==> src/rtl/core/gimbal_pitch_slew_controller_unit_macros.svh <==
// ----------------------------------------------------------------------------
// Gimbal pitch slew controller assertion macros
// Shorthands for the checks at the end of the top level; they sample on clk
// and are disabled while rst is high.
// ----------------------------------------------------------------------------
`ifndef GIMBAL_PITCH_SLEW_CONTROLLER_UNIT_MACROS_SVH
`define GIMBAL_PITCH_SLEW_CONTROLLER_UNIT_MACROS_SVH

// Consequent must hold in the same cycle as the antecedent
`define GPSC_ASSERT_SAME(label, ante, cons, msg) \
  label: assert property (@(posedge clk) disable iff (rst) (ante) |-> (cons)) \
    else $error(msg);

// Consequent must hold in the cycle after the antecedent
`define GPSC_ASSERT_NEXT(label, ante, cons, msg) \
  label: assert property (@(posedge clk) disable iff (rst) (ante) |=> (cons)) \
    else $error(msg);

`endif

==> src/rtl/core/gpsc_pkg.sv <==
// ----------------------------------------------------------------------------
// gpsc_pkg
// Shared widths, codes, reset values and types of the pitch slew controller.
// ----------------------------------------------------------------------------
package gpsc_pkg;

  // Field widths
  localparam int ANGLE_W    = 16;
  localparam int STEP_W     = 15;
  localparam int TICKS_W    = 10;
  localparam int CFG_IDX_W  = 3;
  localparam int CFG_DATA_W = 16;

  // Default counter width
  localparam int COUNT_WIDTH_DEF = 10;

  // Register indexes
  localparam logic [CFG_IDX_W-1:0] CFG_MIN_PITCH   = 3'd0;
  localparam logic [CFG_IDX_W-1:0] CFG_MAX_PITCH   = 3'd1;
  localparam logic [CFG_IDX_W-1:0] CFG_SLEW_STEP   = 3'd2;
  localparam logic [CFG_IDX_W-1:0] CFG_DELAY_TICKS = 3'd3;
  localparam logic [CFG_IDX_W-1:0] CFG_HOLD_TICKS  = 3'd4;

  // Register reset values
  localparam logic signed [ANGLE_W-1:0] MIN_PITCH_RST   = -16'sd9000;
  localparam logic signed [ANGLE_W-1:0] MAX_PITCH_RST   = 16'sd1500;
  localparam logic [STEP_W-1:0]         SLEW_STEP_RST   = 15'd44;
  localparam logic [TICKS_W-1:0]        DELAY_TICKS_RST = 10'd25;
  localparam logic [TICKS_W-1:0]        HOLD_TICKS_RST  = 10'd100;

  typedef enum logic {
    OP_TICK = 1'b0,
    OP_SET  = 1'b1
  } op_t;

  typedef enum logic [1:0] {
    PH_IDLE = 2'd0,
    PH_WAIT = 2'd1,
    PH_SLEW = 2'd2
  } phase_t;

  typedef struct packed {
    logic signed [ANGLE_W-1:0] min_pitch;
    logic signed [ANGLE_W-1:0] max_pitch;
    logic [STEP_W-1:0]         slew_step;
    logic [TICKS_W-1:0]        delay_ticks;
    logic [TICKS_W-1:0]        hold_ticks;
  } cfg_t;

  typedef struct packed {
    op_t                       operation;
    logic signed [ANGLE_W-1:0] target_angle;
  } cmd_t;

  typedef struct packed {
    logic signed [ANGLE_W-1:0] pitch;
    phase_t                    phase;
    logic                      busy_res;
  } res_t;

  // Motion flags, exported for checking
  typedef struct packed {
    logic waiting;
    logic slewing;
  } stat_t;

endpackage

==> src/rtl/core/gpsc_ifs.sv <==
// ----------------------------------------------------------------------------
// gpsc channel interfaces
// Valid/ready channels for command beats in and result beats out.
// ----------------------------------------------------------------------------
interface gpsc_cmd_if import gpsc_pkg::*; ();
  logic                      valid;
  logic                      ready;
  logic                      operation;
  logic signed [ANGLE_W-1:0] target_angle;

  modport source (output valid, operation, target_angle, input ready);
  modport sink   (input valid, operation, target_angle, output ready);
endinterface

interface gpsc_res_if import gpsc_pkg::*; ();
  logic                      valid;
  logic                      ready;
  logic signed [ANGLE_W-1:0] pitch;
  logic [1:0]                phase;
  logic                      busy_res;

  modport source (output valid, pitch, phase, busy_res, input ready);
  modport sink   (input valid, pitch, phase, busy_res, output ready);
endinterface

==> src/rtl/core/gpsc_cfg_regs.sv <==
// ----------------------------------------------------------------------------
// gpsc_cfg_regs
// Configuration register file; writes to unused indexes are dropped.
// ----------------------------------------------------------------------------
module gpsc_cfg_regs import gpsc_pkg::*; (
  input  logic                  clk,
  input  logic                  rst,
  input  logic                  cfg_we,
  input  logic [CFG_IDX_W-1:0]  cfg_index,
  input  logic [CFG_DATA_W-1:0] cfg_wdata,
  output cfg_t                  cfg
);

  // Register writes
  always_ff @(posedge clk) begin
    if (rst) begin
      cfg.min_pitch   <= MIN_PITCH_RST;
      cfg.max_pitch   <= MAX_PITCH_RST;
      cfg.slew_step   <= SLEW_STEP_RST;
      cfg.delay_ticks <= DELAY_TICKS_RST;
      cfg.hold_ticks  <= HOLD_TICKS_RST;
    end else if (cfg_we) begin
      unique case (cfg_index)
        CFG_MIN_PITCH:   cfg.min_pitch   <= signed'(cfg_wdata[ANGLE_W-1:0]);
        CFG_MAX_PITCH:   cfg.max_pitch   <= signed'(cfg_wdata[ANGLE_W-1:0]);
        CFG_SLEW_STEP:   cfg.slew_step   <= cfg_wdata[STEP_W-1:0];
        CFG_DELAY_TICKS: cfg.delay_ticks <= cfg_wdata[TICKS_W-1:0];
        CFG_HOLD_TICKS:  cfg.hold_ticks  <= cfg_wdata[TICKS_W-1:0];
        default: ;
      endcase
    end
  end

endmodule

==> src/rtl/core/gpsc_in_reg.sv <==
// ----------------------------------------------------------------------------
// gpsc_in_reg
// Input register for command beats; refills in the cycle it is drained.
// ----------------------------------------------------------------------------
module gpsc_in_reg import gpsc_pkg::*; (
  input  logic clk,
  input  logic rst,
  input  logic in_valid,
  input  cmd_t in_item,
  output logic in_ready,
  input  logic take,
  output logic held_valid,
  output cmd_t held_item
);

  assign in_ready = !held_valid || take;

  // Valid flag
  always_ff @(posedge clk) begin
    if (rst) begin
      held_valid <= 1'b0;
    end else if (in_ready) begin
      held_valid <= in_valid;
    end
  end

  // Payload, no reset
  always_ff @(posedge clk) begin
    if (in_ready && in_valid) begin
      held_item <= in_item;
    end
  end

endmodule

==> src/rtl/core/gpsc_slew_core.sv <==
// ----------------------------------------------------------------------------
// gpsc_slew_core
// Motion state and its next-state update: target clamp, start delay,
// rate-limited step toward the goal and busy hold counter.
// ----------------------------------------------------------------------------
module gpsc_slew_core import gpsc_pkg::*; #(
  parameter int COUNT_WIDTH = COUNT_WIDTH_DEF
) (
  input  logic  clk,
  input  logic  rst,
  input  cfg_t  cfg,
  input  logic  fire,
  input  cmd_t  item,
  output res_t  res_next,
  output stat_t stat
);

  localparam int CMP_W = (COUNT_WIDTH > TICKS_W) ? COUNT_WIDTH : TICKS_W;
  typedef logic [CMP_W-1:0]       cmp_t;
  typedef logic [COUNT_WIDTH-1:0] cnt_t;
  typedef logic signed [ANGLE_W:0] wide_t;

  logic signed [ANGLE_W-1:0] pitch_now, pitch_now_next;
  logic signed [ANGLE_W-1:0] pitch_goal, pitch_goal_next;
  logic                      waiting, waiting_next;
  logic                      slewing, slewing_next;
  cnt_t                      wait_count, wait_count_next;
  cnt_t                      since_end, since_end_next;

  logic signed [ANGLE_W-1:0] clamp_hi, clamp_val;
  cnt_t                      wait_inc, since_inc;
  logic                      wait_after, move;
  wide_t                     err, up_val, dn_val;
  logic [ANGLE_W:0]          mag;
  logic                      snap;

  // Target clamp: upper limit first, lower limit wins when inverted
  assign clamp_hi  = (item.target_angle > cfg.max_pitch) ? cfg.max_pitch : item.target_angle;
  assign clamp_val = (clamp_hi < cfg.min_pitch) ? cfg.min_pitch : clamp_hi;

  // Saturating counters
  assign wait_inc  = (wait_count == '1) ? wait_count : wait_count + cnt_t'(1);
  assign since_inc = (since_end == '1) ? since_end : since_end + cnt_t'(1);

  // Delay check and step toward goal
  assign wait_after = waiting && (cmp_t'(wait_inc) < cmp_t'(cfg.delay_ticks));
  assign move       = !wait_after && slewing;
  assign err        = wide_t'(pitch_goal) - wide_t'(pitch_now);
  assign mag        = err[ANGLE_W] ? unsigned'(-err) : unsigned'(err);
  assign snap       = mag <= (ANGLE_W+1)'(cfg.slew_step);
  assign up_val     = wide_t'(pitch_now) + wide_t'(signed'({1'b0, cfg.slew_step}));
  assign dn_val     = wide_t'(pitch_now) - wide_t'(signed'({1'b0, cfg.slew_step}));

  // Next state
  always_comb begin
    pitch_now_next  = pitch_now;
    pitch_goal_next = pitch_goal;
    waiting_next    = waiting;
    slewing_next    = slewing;
    wait_count_next = wait_count;
    since_end_next  = since_end;
    if (fire) begin
      if (item.operation == OP_SET) begin
        pitch_goal_next = clamp_val;
        waiting_next    = 1'b1;
        slewing_next    = 1'b1;
        wait_count_next = '0;
      end else begin
        since_end_next = since_inc;
        if (waiting) begin
          wait_count_next = wait_inc;
          waiting_next    = wait_after;
        end
        if (move) begin
          if (snap) begin
            pitch_now_next = pitch_goal;
            slewing_next   = 1'b0;
            since_end_next = '0;
          end else if (!err[ANGLE_W]) begin
            pitch_now_next = up_val[ANGLE_W-1:0];
          end else begin
            pitch_now_next = dn_val[ANGLE_W-1:0];
          end
        end
      end
    end
  end

  // Result of a tick
  always_comb begin
    res_next.pitch = pitch_now_next;
    priority if (waiting_next) begin
      res_next.phase = PH_WAIT;
    end else if (slewing_next) begin
      res_next.phase = PH_SLEW;
    end else begin
      res_next.phase = PH_IDLE;
    end
    res_next.busy_res = waiting_next || slewing_next ||
                        (cmp_t'(since_end_next) < cmp_t'(cfg.hold_ticks));
  end

  assign stat.waiting = waiting;
  assign stat.slewing = slewing;

  // State registers
  always_ff @(posedge clk) begin
    if (rst) begin
      pitch_now  <= '0;
      pitch_goal <= '0;
      waiting    <= 1'b0;
      slewing    <= 1'b0;
      wait_count <= '0;
      since_end  <= '0;
    end else begin
      pitch_now  <= pitch_now_next;
      pitch_goal <= pitch_goal_next;
      waiting    <= waiting_next;
      slewing    <= slewing_next;
      wait_count <= wait_count_next;
      since_end  <= since_end_next;
    end
  end

endmodule

==> src/rtl/core/gimbal_pitch_slew_controller_unit.sv <==
// ----------------------------------------------------------------------------
// Gimbal pitch slew controller
// Takes one command beat per cycle unless stalled. A beat is held in the input
// register, then the motion state updates and a tick's result is loaded into
// the output register, so a result is valid in the cycle after its tick beat
// is taken. The output register and the input register both refill in the
// cycle they drain; the input side stalls only while a tick waits behind an
// untaken result. Set-target beats give no result. Busy is held after reset
// and after each completed move until the count of ticks since then reaches
// hold_ticks.
// ----------------------------------------------------------------------------
`include "gimbal_pitch_slew_controller_unit_macros.svh"

module gimbal_pitch_slew_controller_unit import gpsc_pkg::*; #(
  parameter int COUNT_WIDTH = COUNT_WIDTH_DEF
) (
  input  logic                  clk,
  input  logic                  rst,
  gpsc_cmd_if.sink              cmd,
  gpsc_res_if.source            res,
  input  logic                  cfg_we,
  input  logic [CFG_IDX_W-1:0]  cfg_index,
  input  logic [CFG_DATA_W-1:0] cfg_wdata
);

  cfg_t  cfg;
  cmd_t  in_item, held_item;
  logic  held_valid, take, held_tick;
  res_t  res_next, res_q;
  logic  out_valid;
  stat_t stat;

  // Configuration
  gpsc_cfg_regs u_cfg (
    .clk       (clk),
    .rst       (rst),
    .cfg_we    (cfg_we),
    .cfg_index (cfg_index),
    .cfg_wdata (cfg_wdata),
    .cfg       (cfg)
  );

  // Input register
  assign in_item.operation    = op_t'(cmd.operation);
  assign in_item.target_angle = cmd.target_angle;

  gpsc_in_reg u_in (
    .clk        (clk),
    .rst        (rst),
    .in_valid   (cmd.valid),
    .in_item    (in_item),
    .in_ready   (cmd.ready),
    .take       (take),
    .held_valid (held_valid),
    .held_item  (held_item)
  );

  // A tick may proceed when the output register is free or draining
  assign held_tick = held_item.operation == OP_TICK;
  assign take      = held_valid && (!held_tick || !out_valid || res.ready);

  gpsc_slew_core #(
    .COUNT_WIDTH (COUNT_WIDTH)
  ) u_core (
    .clk      (clk),
    .rst      (rst),
    .cfg      (cfg),
    .fire     (take),
    .item     (held_item),
    .res_next (res_next),
    .stat     (stat)
  );

  // Output register
  always_ff @(posedge clk) begin
    if (rst) begin
      out_valid <= 1'b0;
    end else if (take && held_tick) begin
      out_valid <= 1'b1;
    end else if (res.ready) begin
      out_valid <= 1'b0;
    end
  end

  always_ff @(posedge clk) begin
    if (take && held_tick) begin
      res_q <= res_next;
    end
  end

  assign res.valid    = out_valid;
  assign res.pitch    = res_q.pitch;
  assign res.phase    = res_q.phase;
  assign res.busy_res = res_q.busy_res;

  // Checks
  `GPSC_ASSERT_SAME(a_no_overwrite, out_valid && !res.ready && held_valid && held_tick, !take, "gpsc: pending result overwritten")
  `GPSC_ASSERT_NEXT(a_tick_gives_beat, take && held_tick, out_valid, "gpsc: tick gave no result")
  `GPSC_ASSERT_SAME(a_wait_in_move, stat.waiting, stat.slewing, "gpsc: waiting outside a move")
  `GPSC_ASSERT_SAME(a_busy_when_moving, out_valid && res_q.phase != PH_IDLE, res_q.busy_res, "gpsc: moving but not busy")

endmodule
==> src/flat_wrapper.sv <==
// flat-port wrapper written by rule: the top's interface ports become plain ports
module gimbal_pitch_slew_controller_unit_flat import gpsc_pkg::*;
#(
  parameter int COUNT_WIDTH = COUNT_WIDTH_DEF
)
  (clk, rst, cfg_we, cfg_index, cfg_wdata, cmd_valid, cmd_operation, cmd_target_angle, cmd_ready, res_valid, res_pitch, res_phase, res_busy_res, res_ready);
  gpsc_cmd_if cmd_i ();
  gpsc_res_if res_i ();
  input  logic clk;
  input  logic rst;
  input  logic cfg_we;
  input  logic [CFG_IDX_W-1:0] cfg_index;
  input  logic [CFG_DATA_W-1:0] cfg_wdata;
  input wire logic [$bits(cmd_i.valid)-1:0] cmd_valid;
  input wire logic [$bits(cmd_i.operation)-1:0] cmd_operation;
  input wire logic [$bits(cmd_i.target_angle)-1:0] cmd_target_angle;
  output wire logic [$bits(cmd_i.ready)-1:0] cmd_ready;
  output wire logic [$bits(res_i.valid)-1:0] res_valid;
  output wire logic [$bits(res_i.pitch)-1:0] res_pitch;
  output wire logic [$bits(res_i.phase)-1:0] res_phase;
  output wire logic [$bits(res_i.busy_res)-1:0] res_busy_res;
  input wire logic [$bits(res_i.ready)-1:0] res_ready;
  assign cmd_i.valid = cmd_valid;
  assign cmd_i.operation = cmd_operation;
  assign cmd_i.target_angle = cmd_target_angle;
  assign cmd_ready = cmd_i.ready;
  assign res_valid = res_i.valid;
  assign res_pitch = res_i.pitch;
  assign res_phase = res_i.phase;
  assign res_busy_res = res_i.busy_res;
  assign res_i.ready = res_ready;
  gimbal_pitch_slew_controller_unit #(.COUNT_WIDTH(COUNT_WIDTH)) u_core (.clk(clk), .rst(rst), .cmd(cmd_i), .res(res_i), .cfg_we(cfg_we), .cfg_index(cfg_index), .cfg_wdata(cfg_wdata));
endmodule
==> config.mk <==
export PLATFORM = sky130hd
export DESIGN_NAME = gimbal_pitch_slew_controller_unit_flat
export DESIGN_NICKNAME = d
export VERILOG_FILES = /design/src/rtl/core/gpsc_pkg.sv /design/src/rtl/core/gpsc_ifs.sv /design/src/rtl/core/gpsc_cfg_regs.sv /design/src/rtl/core/gpsc_in_reg.sv /design/src/rtl/core/gpsc_slew_core.sv /design/src/rtl/core/gimbal_pitch_slew_controller_unit.sv /design/src/flat_wrapper.sv
export VERILOG_INCLUDE_DIRS = /design/src /design/src/rtl/core
export SDC_FILE = /design/constraint.sdc
export NUM_CORES = 1
export LEC_CHECK = 0
export ABC_AREA = 1
export BUFFER_PORTS_ARGS = -buffer_cell sky130_fd_sc_hd__buf_2
export CAP_MARGIN = 30
export CORE_ASPECT_RATIO = 0.9
export CORE_MARGIN = 8
export CORE_UTILIZATION = 50
export CTS_BUF_LIST = sky130_fd_sc_hd__clkbuf_4
export CTS_CLUSTER_DIAMETER = 80
export DETAILED_ROUTE_END_ITERATION = 7
export PLACE_DENSITY_LB_ADDON = 0.05
export RECOVER_POWER = 50
export SYNTH_ARGS = -nofsm -noshare
export SYNTH_HDL_FRONTEND = slang
export SYNTH_SLANG_ARGS = --single-unit
==> constraint.sdc <==
create_clock -name clk -period 6.82 [get_ports clk]
set_input_delay 0.682 -clock clk [delete_from_list [all_inputs] [get_ports clk]]
set_output_delay 0.682 -clock clk [all_outputs]
set_load 0.03 [all_outputs]
==> impl_metrics.py, run 1 <==
metrics = {
    "run": {
        "cap_viol_max_count": 2,
    },
    "clocking": {
        "htree_levels": 4,
        "clk_pin_slew_ns": 0.17,
        "cts_tree": "done",
        "cts_hold_buf": 0,
        "numCtsBuffers": 17,
        "cts_sinks": 159,
        "postCtsSetupRepairBufs": 0,
        "root_buffer": "clkbuf_4",
        "postCtsResizedCells": 0,
        "cts.path.max_buffers": 2,
        "clk_latency_ns": 0.60,
    },
    "power_and_ir_drop": {
        "p_leak_nw": 5.05,
        "powerDensity_mw_per_mm2": 257,
        "vdd_drop_max_v": 0.000137,
    },
    "route": {
        "wl_per_cell_um": 15.7,
        "initialDrtViolationCount": 558,
        "detail_route.vias_per_cell": 5.25,
        "drc": 0,
        "wirelength_um": 26300,
        "vias": 8811,
        "firstDrtPassIters": 7,
        "drtAntennaViolNets": 0,
    },
    "yosys": {
        "synthesis.area_mm2": 0.0101,
        "async_flop_share_pct": 0,
        "syn_nets": 1506,
        "ys.flop_type": "dfxtp_1",
        "seq_area_frac_synth_pct": 35.0,
        "synthCells": 1364,
        "post_synth.cell_area_avg_um2": 7.43,
        "synth_edf_count": 36,
        "synth_seq_cells": 159,
        "yosys_warnings": 0,
        "synth_cell_types": 51,
    },
    "sta": {
        "finalHoldViolCount": 0,
        "clock_skew_ns": 0.0341,
        "setup_viol": 0,
        "fin_crit_sh_pct": 85.6,
        "period_needed_ns": 5.84,
        "fmax_mhz": 171,
        "whs_ns": 0.239,
        "fin_setup_tns_ns": 0,
        "rsz0062_at_grt": "false",
        "drv_slew": 55,
        "fin_ws_ns": 0.983,
        "worst_pin_slew_ns": 2.59,
        "max-slew-margin-rel_pct": -72.5,
    },
    "floorplan": {
        "die_y_um": 151,
        "start_util_pct": 50.9,
        "dieWidth_um": 166,
        "dieArea_mm2": 0.0251,
        "io_pins": 62,
        "core.rowCount": 49,
        "core-area_mm2": 0.0199,
    },
    "global_route": {
        "grt_use_total_pct": 21.2,
        "grt_pass1_wl_um": 42700,
        "grt_antenna_before_repair": 1,
        "grt_pass1_vias": 8305,
        "overflow": 0,
        "grt_max_degree": 55,
    },
    "worst_setup_path": {
        "cp_data_required_time_ns": 7.17,
        "crit_path_max_fanout": 27,
        "critPathCaptureType": "flip-flop",
        "cp_data_arrival_time_ns": 6.19,
        "critPathLaunchType": "flip-flop",
        "slowest_stage": "fa_1",
        "critical_path_class": "reg -> reg",
        "cpLargestDelayFamily": "simple AND/OR/NAND/NOR gates",
        "r2r_slack_ns": 0.98,
        "max_stage_delay_ns": 0.40,
        "crit_buf_inv": 3,
        "cpMostUsedCell": "nand2_1",
    },
    "place": {
        "port_buffers": 61,
        "globalplace.congestion": 0.889,
        "place_area_mm2": 0.0107,
        "dp_hpwl_um": 20100,
        "dp_slack_ns": 1.03,
    },
    "cells_and_area": {
        "final_area_mm2": 0.0109,
        "final_util_pct": 54.5,
        "drive_above_1_share_pct": 7.31,
        "nNetsFinal": 1551,
        "synthToLayoutAreaGrowth_pct": 7.16,
    },
    "outcome": {
        "status": "finished with violations",
        "violations": "max-capacitance violations, max-slew violations",
    },
    "hold_path": {
        "hold_class": "in -> reg",
    },
}
## state kept, by name (all words and copies together) (netlist names)
register	cells
u_core.u_cfg.cfg	67
u_core.u_in.held_item	17
u_core.res.pitch	16
u_core.u_core.pitch_goal	16
u_core.u_core.pitch_now	16
u_core.u_core.since_end	10
u_core.u_core.wait_count	10
u_core.res.phase	2
u_core.res.busy_res	1
u_core.res.valid	1
u_core.u_core.slewing	1
u_core.u_core.waiting	1
u_core.u_in.held_valid	1
## synthesized netlist by cell type, drive strengths merged, types with 2 or more instances
cell,n,area (µm²)
a211oi,5,37.5
and2,5,31.3
fa,2,40.0
a211o,3,26.3
o21a,3,22.5
o211ai,29,218
a21oi,138,706
a31oi,7,43.8
xor2,45,402
inv,205,769
nor3,24,120
o21bai,2,15.0
ha,99,1240
nand2,276,1040
clkbuf,32,120
or2,2,12.5
nand4,11,68.8
xnor2,18,173
nand3,89,458
nand3b,5,37.5
o21ai,99,499
dfxtp,123,2460
buf,7,48.8
clkinv,3,11.3
a21o,4,30.0
nor4,2,27.5
nor2,83,332
edfxtp,36,1080
## through the flow
step / cells / total power [mW]
finish: 1678 / 2.80
global placement: 1643 / 2.24
detailed placement: 1645 / 2.25
global route: 1678 / 3.01
floorplan: 1364 / 1.98
CTS: 1677 / 2.82
## final timing paths
check / to / cells after the start / startpoint
worst max-delay path: u_core.res.busy_res$_DFFE_PP_ / 30 / u_core.u_core.pitch_goal[0]$_SDFFE_PP0P_
worst min-delay path: u_core.u_in.held_item[10]$_DFFE_PP_ / 1 / cmd_target_angle[10]
worst max register to register: u_core.res.busy_res$_DFFE_PP_ / 30 / u_core.u_core.pitch_goal[0]$_SDFFE_PP0P_
worst min register to register: u_core.u_cfg.cfg[16]$_SDFFE_PP0P_ / 2 / u_core.u_cfg.cfg[16]$_SDFFE_PP0P_
## report_power, final
part           total (mW)  switching, mW  internal, mW
Sequential           1.02         0.0209         0.998
Combinational        1.22          0.799         0.418
Clock               0.560          0.392         0.167
Total                2.80           1.21          1.58
## logic make-up after synthesis
kind of cell | count (synthesis) | synth area share [%]
mux | 1 | 0.0988
simple gates | 498 | 21.1
fa+ha+maj | 101 | 12.6
flops | 159 | 35.0
xor+xnor | 63 | 5.67
buf+inv | 247 | 9.37
compound gates | 295 | 16.2
## cells in the final DEF (no fill, tap or decap), drive strengths merged, types with 45 or more instances in the layout
master	netlist	layout
a21oi	138	138
inv	205	214
o21ai	99	99
dfxtp	123	123
xor2	45	45
buf	7	47
ha	99	99
nand2	276	276
nor2	83	83
nand3	89	89
## metal layers
layer	vias to the layer above	track usage, %	wire [µm]
li1	4615	-	-
met1	3992	27.7	12800
met2	186	35.9	12100
met3	18	3.88	1060
met4	0	5.58	330
met5	-	0	0
## final cells by class
cell class,instances,area (µm²)
clock inverters,13,120
fillers,1976,9060
multi-input cells,958,5650
inverters,208,781
diodes,1,2.50
well taps,255,319
clock buffers,19,143
repair buffers,65,305
flip-flops and latches,159,3540
Power figures use the tool's default switching activity.
==> inputs of run 2 (changes only) <==
Settings changed: ABC_AREA 1 to 0.
==> run 2 against run 1 <==
Compared with the run above: design area grew 2.6%; clock-buffer cell count fell by 1; sequential cell count is the same; highest routed layer unchanged; hold slack improved by 0.021 ns; clock power rose by 4.1%; synthesized area rose by 1.6%; clock skew rose by 0.00092 ns; wire length is 3.7% higher; the flow still finishes with violations (max-capacitance violations, max-slew violations); non-clock buffer count rose by 10.
==> impl_metrics.py, run 2 <==
metrics = {
    "floorplan": {
        "die_y_um": 152,
        "dieArea_mm2": 0.0255,
        "core-area_mm2": 0.0201,
        "io_pins": 62,
        "dieWidth_um": 167,
        "start_util_pct": 51.2,
        "core.rowCount": 49,
    },
    "cells_and_area": {
        "final_util_pct": 55.4,
        "synthToLayoutAreaGrowth_pct": 8.18,
        "largest_reg_flops": 67,
        "nNetsFinal": 1442,
        "top_register": "u_core.u_cfg.cfg",
        "n_fill_cell": 1922,
        "final_area_mm2": 0.0111,
        "final_cell_mix": "nand2_1 (178), dfxtp_1 (122), nor2_1 (109), inv_1 (100)",
        "reg.largest.list": "u_core.u_cfg.cfg (67), u_core.u_in.held_item (17)",
        "finalNonFillerCells": 1569,
        "layout_commonest_cell": "nand2_1",
        "drive_above_1_share_pct": 9.98,
    },
    "global_route": {
        "grt_use_total_pct": 21.3,
        "met3_usage_pct": 3.89,
        "grt_pass1_vias": 8305,
        "grt_max_degree": 75,
        "overflow": 0,
        "grt_pass1_wl_um": 43800,
        "use_met2_pct": 33.3,
        "grt_busiest_layer": "met2",
        "grt_use_met1_pct": 29.7,
        "grt_antenna_before_repair": 1,
    },
    "place": {
        "globalplace.congestion": 0.873,
        "place_area_mm2": 0.0108,
        "dp_slack_ns": 0.174,
        "dp_cells": 1536,
        "port_buffers": 61,
        "dp_hpwl_um": 20800,
    },
    "power_and_ir_drop": {
        "p_total_mw": 2.74,
        "vdd_drop_max_v": 0.000146,
        "p_leak_nw": 4.55,
        "powerDensity_mw_per_mm2": 246,
    },
    "worst_setup_path": {
        "crit_buf_inv": 1,
        "crit_path_max_fanout": 5,
        "reg2reg_depth": 29,
        "critPathLaunchType": "flip-flop",
        "critPathCaptureType": "flip-flop",
        "cpLargestDelayFamily": "compound AO/OA/AOI/OAI gates",
        "cp.depth": 29,
        "cp_data_arrival_time_ns": 6.85,
        "slowest_stage": "fa_1",
        "cpMostUsedCell": "o21ai_0",
        "cp_data_required_time_ns": 7.24,
        "r2r_slack_ns": 0.39,
        "max_stage_delay_ns": 0.49,
        "critical_path_class": "reg -> reg",
    },
    "yosys": {
        "synthMuxAreaShare_pct": 3.33,
        "synth.most_common_cell": "nand2_1",
        "synthTopCellsByArea": "dfxtp_1 (24%), ha_1 (12%), edfxtp_1 (10%), nand2_1 (6.5%), a21oi_1 (4.8%)",
        "synthAdderAreaFrac_pct": 12.4,
        "syn_nets": 1396,
        "synth_top_family_by_area": "simple AND/OR/NAND/NOR gates",
        "ys.flop_type": "dfxtp_1",
        "ys_top_cells_by_count": "nand2_1 (178), dfxtp_1 (123), nor2_1 (110)",
        "synth_top_area_share_pct": 23.9,
        "post_synth.cell_area_avg_um2": 8.21,
        "synthesis.area_mm2": 0.0103,
        "yosys_warnings": 0,
        "synth_edf_count": 36,
        "synth_cell_types": 72,
        "synthCells": 1254,
        "yosys.area_share.simple_pct": 19.9,
        "synth_top_area_cell": "dfxtp_1",
        "synth_compound_area_share_pct": 19.9,
        "synth-xor-area-share_pct": 4.51,
        "async_flop_share_pct": 0,
        "synth_seq_cells": 159,
        "seq_area_frac_synth_pct": 34.4,
    },
    "sta": {
        "clock_skew_ns": 0.0350,
        "setup_viol": 0,
        "fin_ws_ns": 0.386,
        "drv_slew": 103,
        "finalHoldViolCount": 0,
        "rsz0062_at_grt": "false",
        "max-slew-margin-rel_pct": -154,
        "period_needed_ns": 6.43,
        "fin_crit_sh_pct": 94.3,
        "fmax_mhz": 155,
        "worst_pin_slew_ns": 3.81,
        "whs_ns": 0.260,
        "fin_setup_tns_ns": 0,
    },
    "route": {
        "detail_route.vias_per_cell": 5.63,
        "drc": 0,
        "wirelength_um": 27300,
        "initialDrtViolationCount": 673,
        "drtAntennaViolNets": 0,
        "wl_per_cell_um": 17.4,
        "firstDrtPassIters": 5,
        "vias": 8837,
    },
    "clocking": {
        "htree_levels": 4,
        "cts.path.max_buffers": 2,
        "cts_hold_buf": 0,
        "cts_tree": "done",
        "root_buffer": "clkbuf_4",
        "cts_sinks": 159,
        "numCtsBuffers": 17,
        "clk_latency_ns": 0.58,
        "postCtsSetupRepairBufs": 0,
        "clk_pin_slew_ns": 0.16,
    },
    "outcome": {
        "violations": "max-capacitance violations, max-slew violations",
        "status": "finished with violations",
    },
    "hold_path": {
        "hold_class": "in -> reg",
        "whs_path_depth": 1,
    },
    "run": {
        "cap_viol_max_count": 2,
    },
}
run 2: cell count changes in the layout (fill, tap and decap cells not counted), sizes merged, moves of 15 or more:
cell	delta
nand2	-98
buf	+24
a21oi	-39
clkbuf	-15
o21ai	-22
xor2	-30
mux2i	+31
nor2	+28
a211oi	+16
xnor2	+20
inv	-106
nand3	-58
nor2b	+15
a21o	+15
run 2: cells by family (layout without fill, tap and decap cells):
group | Yosys count | in the layout
other | 0 | 1
AO/OA/AOI/OAI | 315 | 315
flip-flops | 159 | 159
buffers and inverters | 149 | 208
AND/OR/NAND/NOR | 443 | 443
adder cells (fa/ha/maj) | 101 | 101
multiplexers | 34 | 34
XOR/XNOR | 53 | 53
run 2: what timing repair did:
item | 4_1_cts | 5_1_grt
endpoints found under the setup margin | 0 | 1
gates resized for setup | 0 | 6
hold endpoints to repair | 0 | 0
run 2: cell type report:
type                       count  area (µm²)  area share [%]
inverter                     101         379            3.40
clock inverter                14         148            1.33
sequential                   159        3540            31.8
multi-input combinational    946        6220            55.8
antenna                        1        2.50          0.0225
clock buffer                  18         135            1.21
timing repair buffer          75         395            3.55
tap                          255         319            2.86
run 2: worst paths after layout:
check | end | from
max | u_core.res.busy_res$_DFFE_PP_ | u_core.u_core.pitch_goal[0]$_SDFFE_PP0P_
min | u_core.u_in.held_item[11]$_DFFE_PP_ | cmd_target_angle[11]
max reg2reg | u_core.res.busy_res$_DFFE_PP_ | u_core.u_core.pitch_goal[0]$_SDFFE_PP0P_
min reg2reg | u_core.u_cfg.cfg[44]$_SDFFE_PP0P_ | u_core.u_cfg.cfg[44]$_SDFFE_PP0P_
run 2: power by group:
part | leakage [nW] | internal, mW | switching (mW)
clock network | 0.153 | 0.199 | 0.384
logic | 3.06 | 0.455 | 0.690
registers | 1.34 | 0.991 | 0.0196
total | 4.55 | 1.64 | 1.09
run 2: worst reg2reg max path: cells and delay by family (launching register included):
family,cells,cell delay (ns)
adders and majority gates,4,1.28
xor gates and xnor gates,2,0.42
DFF,1,0.37
buffers and inverters,1,0.05
AOI/OAI and AO/OA,14,2.77
and+or+nand+nor,8,1.41
run 2: metal layers:
layer  wire length (µm)  vias to the layer above  share of wire (%)
met5                  0                        -                  0
li1                   -                     4525                  -
met1              13400                     4050                 49
met4                487                        0                1.8
met2              11900                      237                 44
met3               1430                       25                5.3
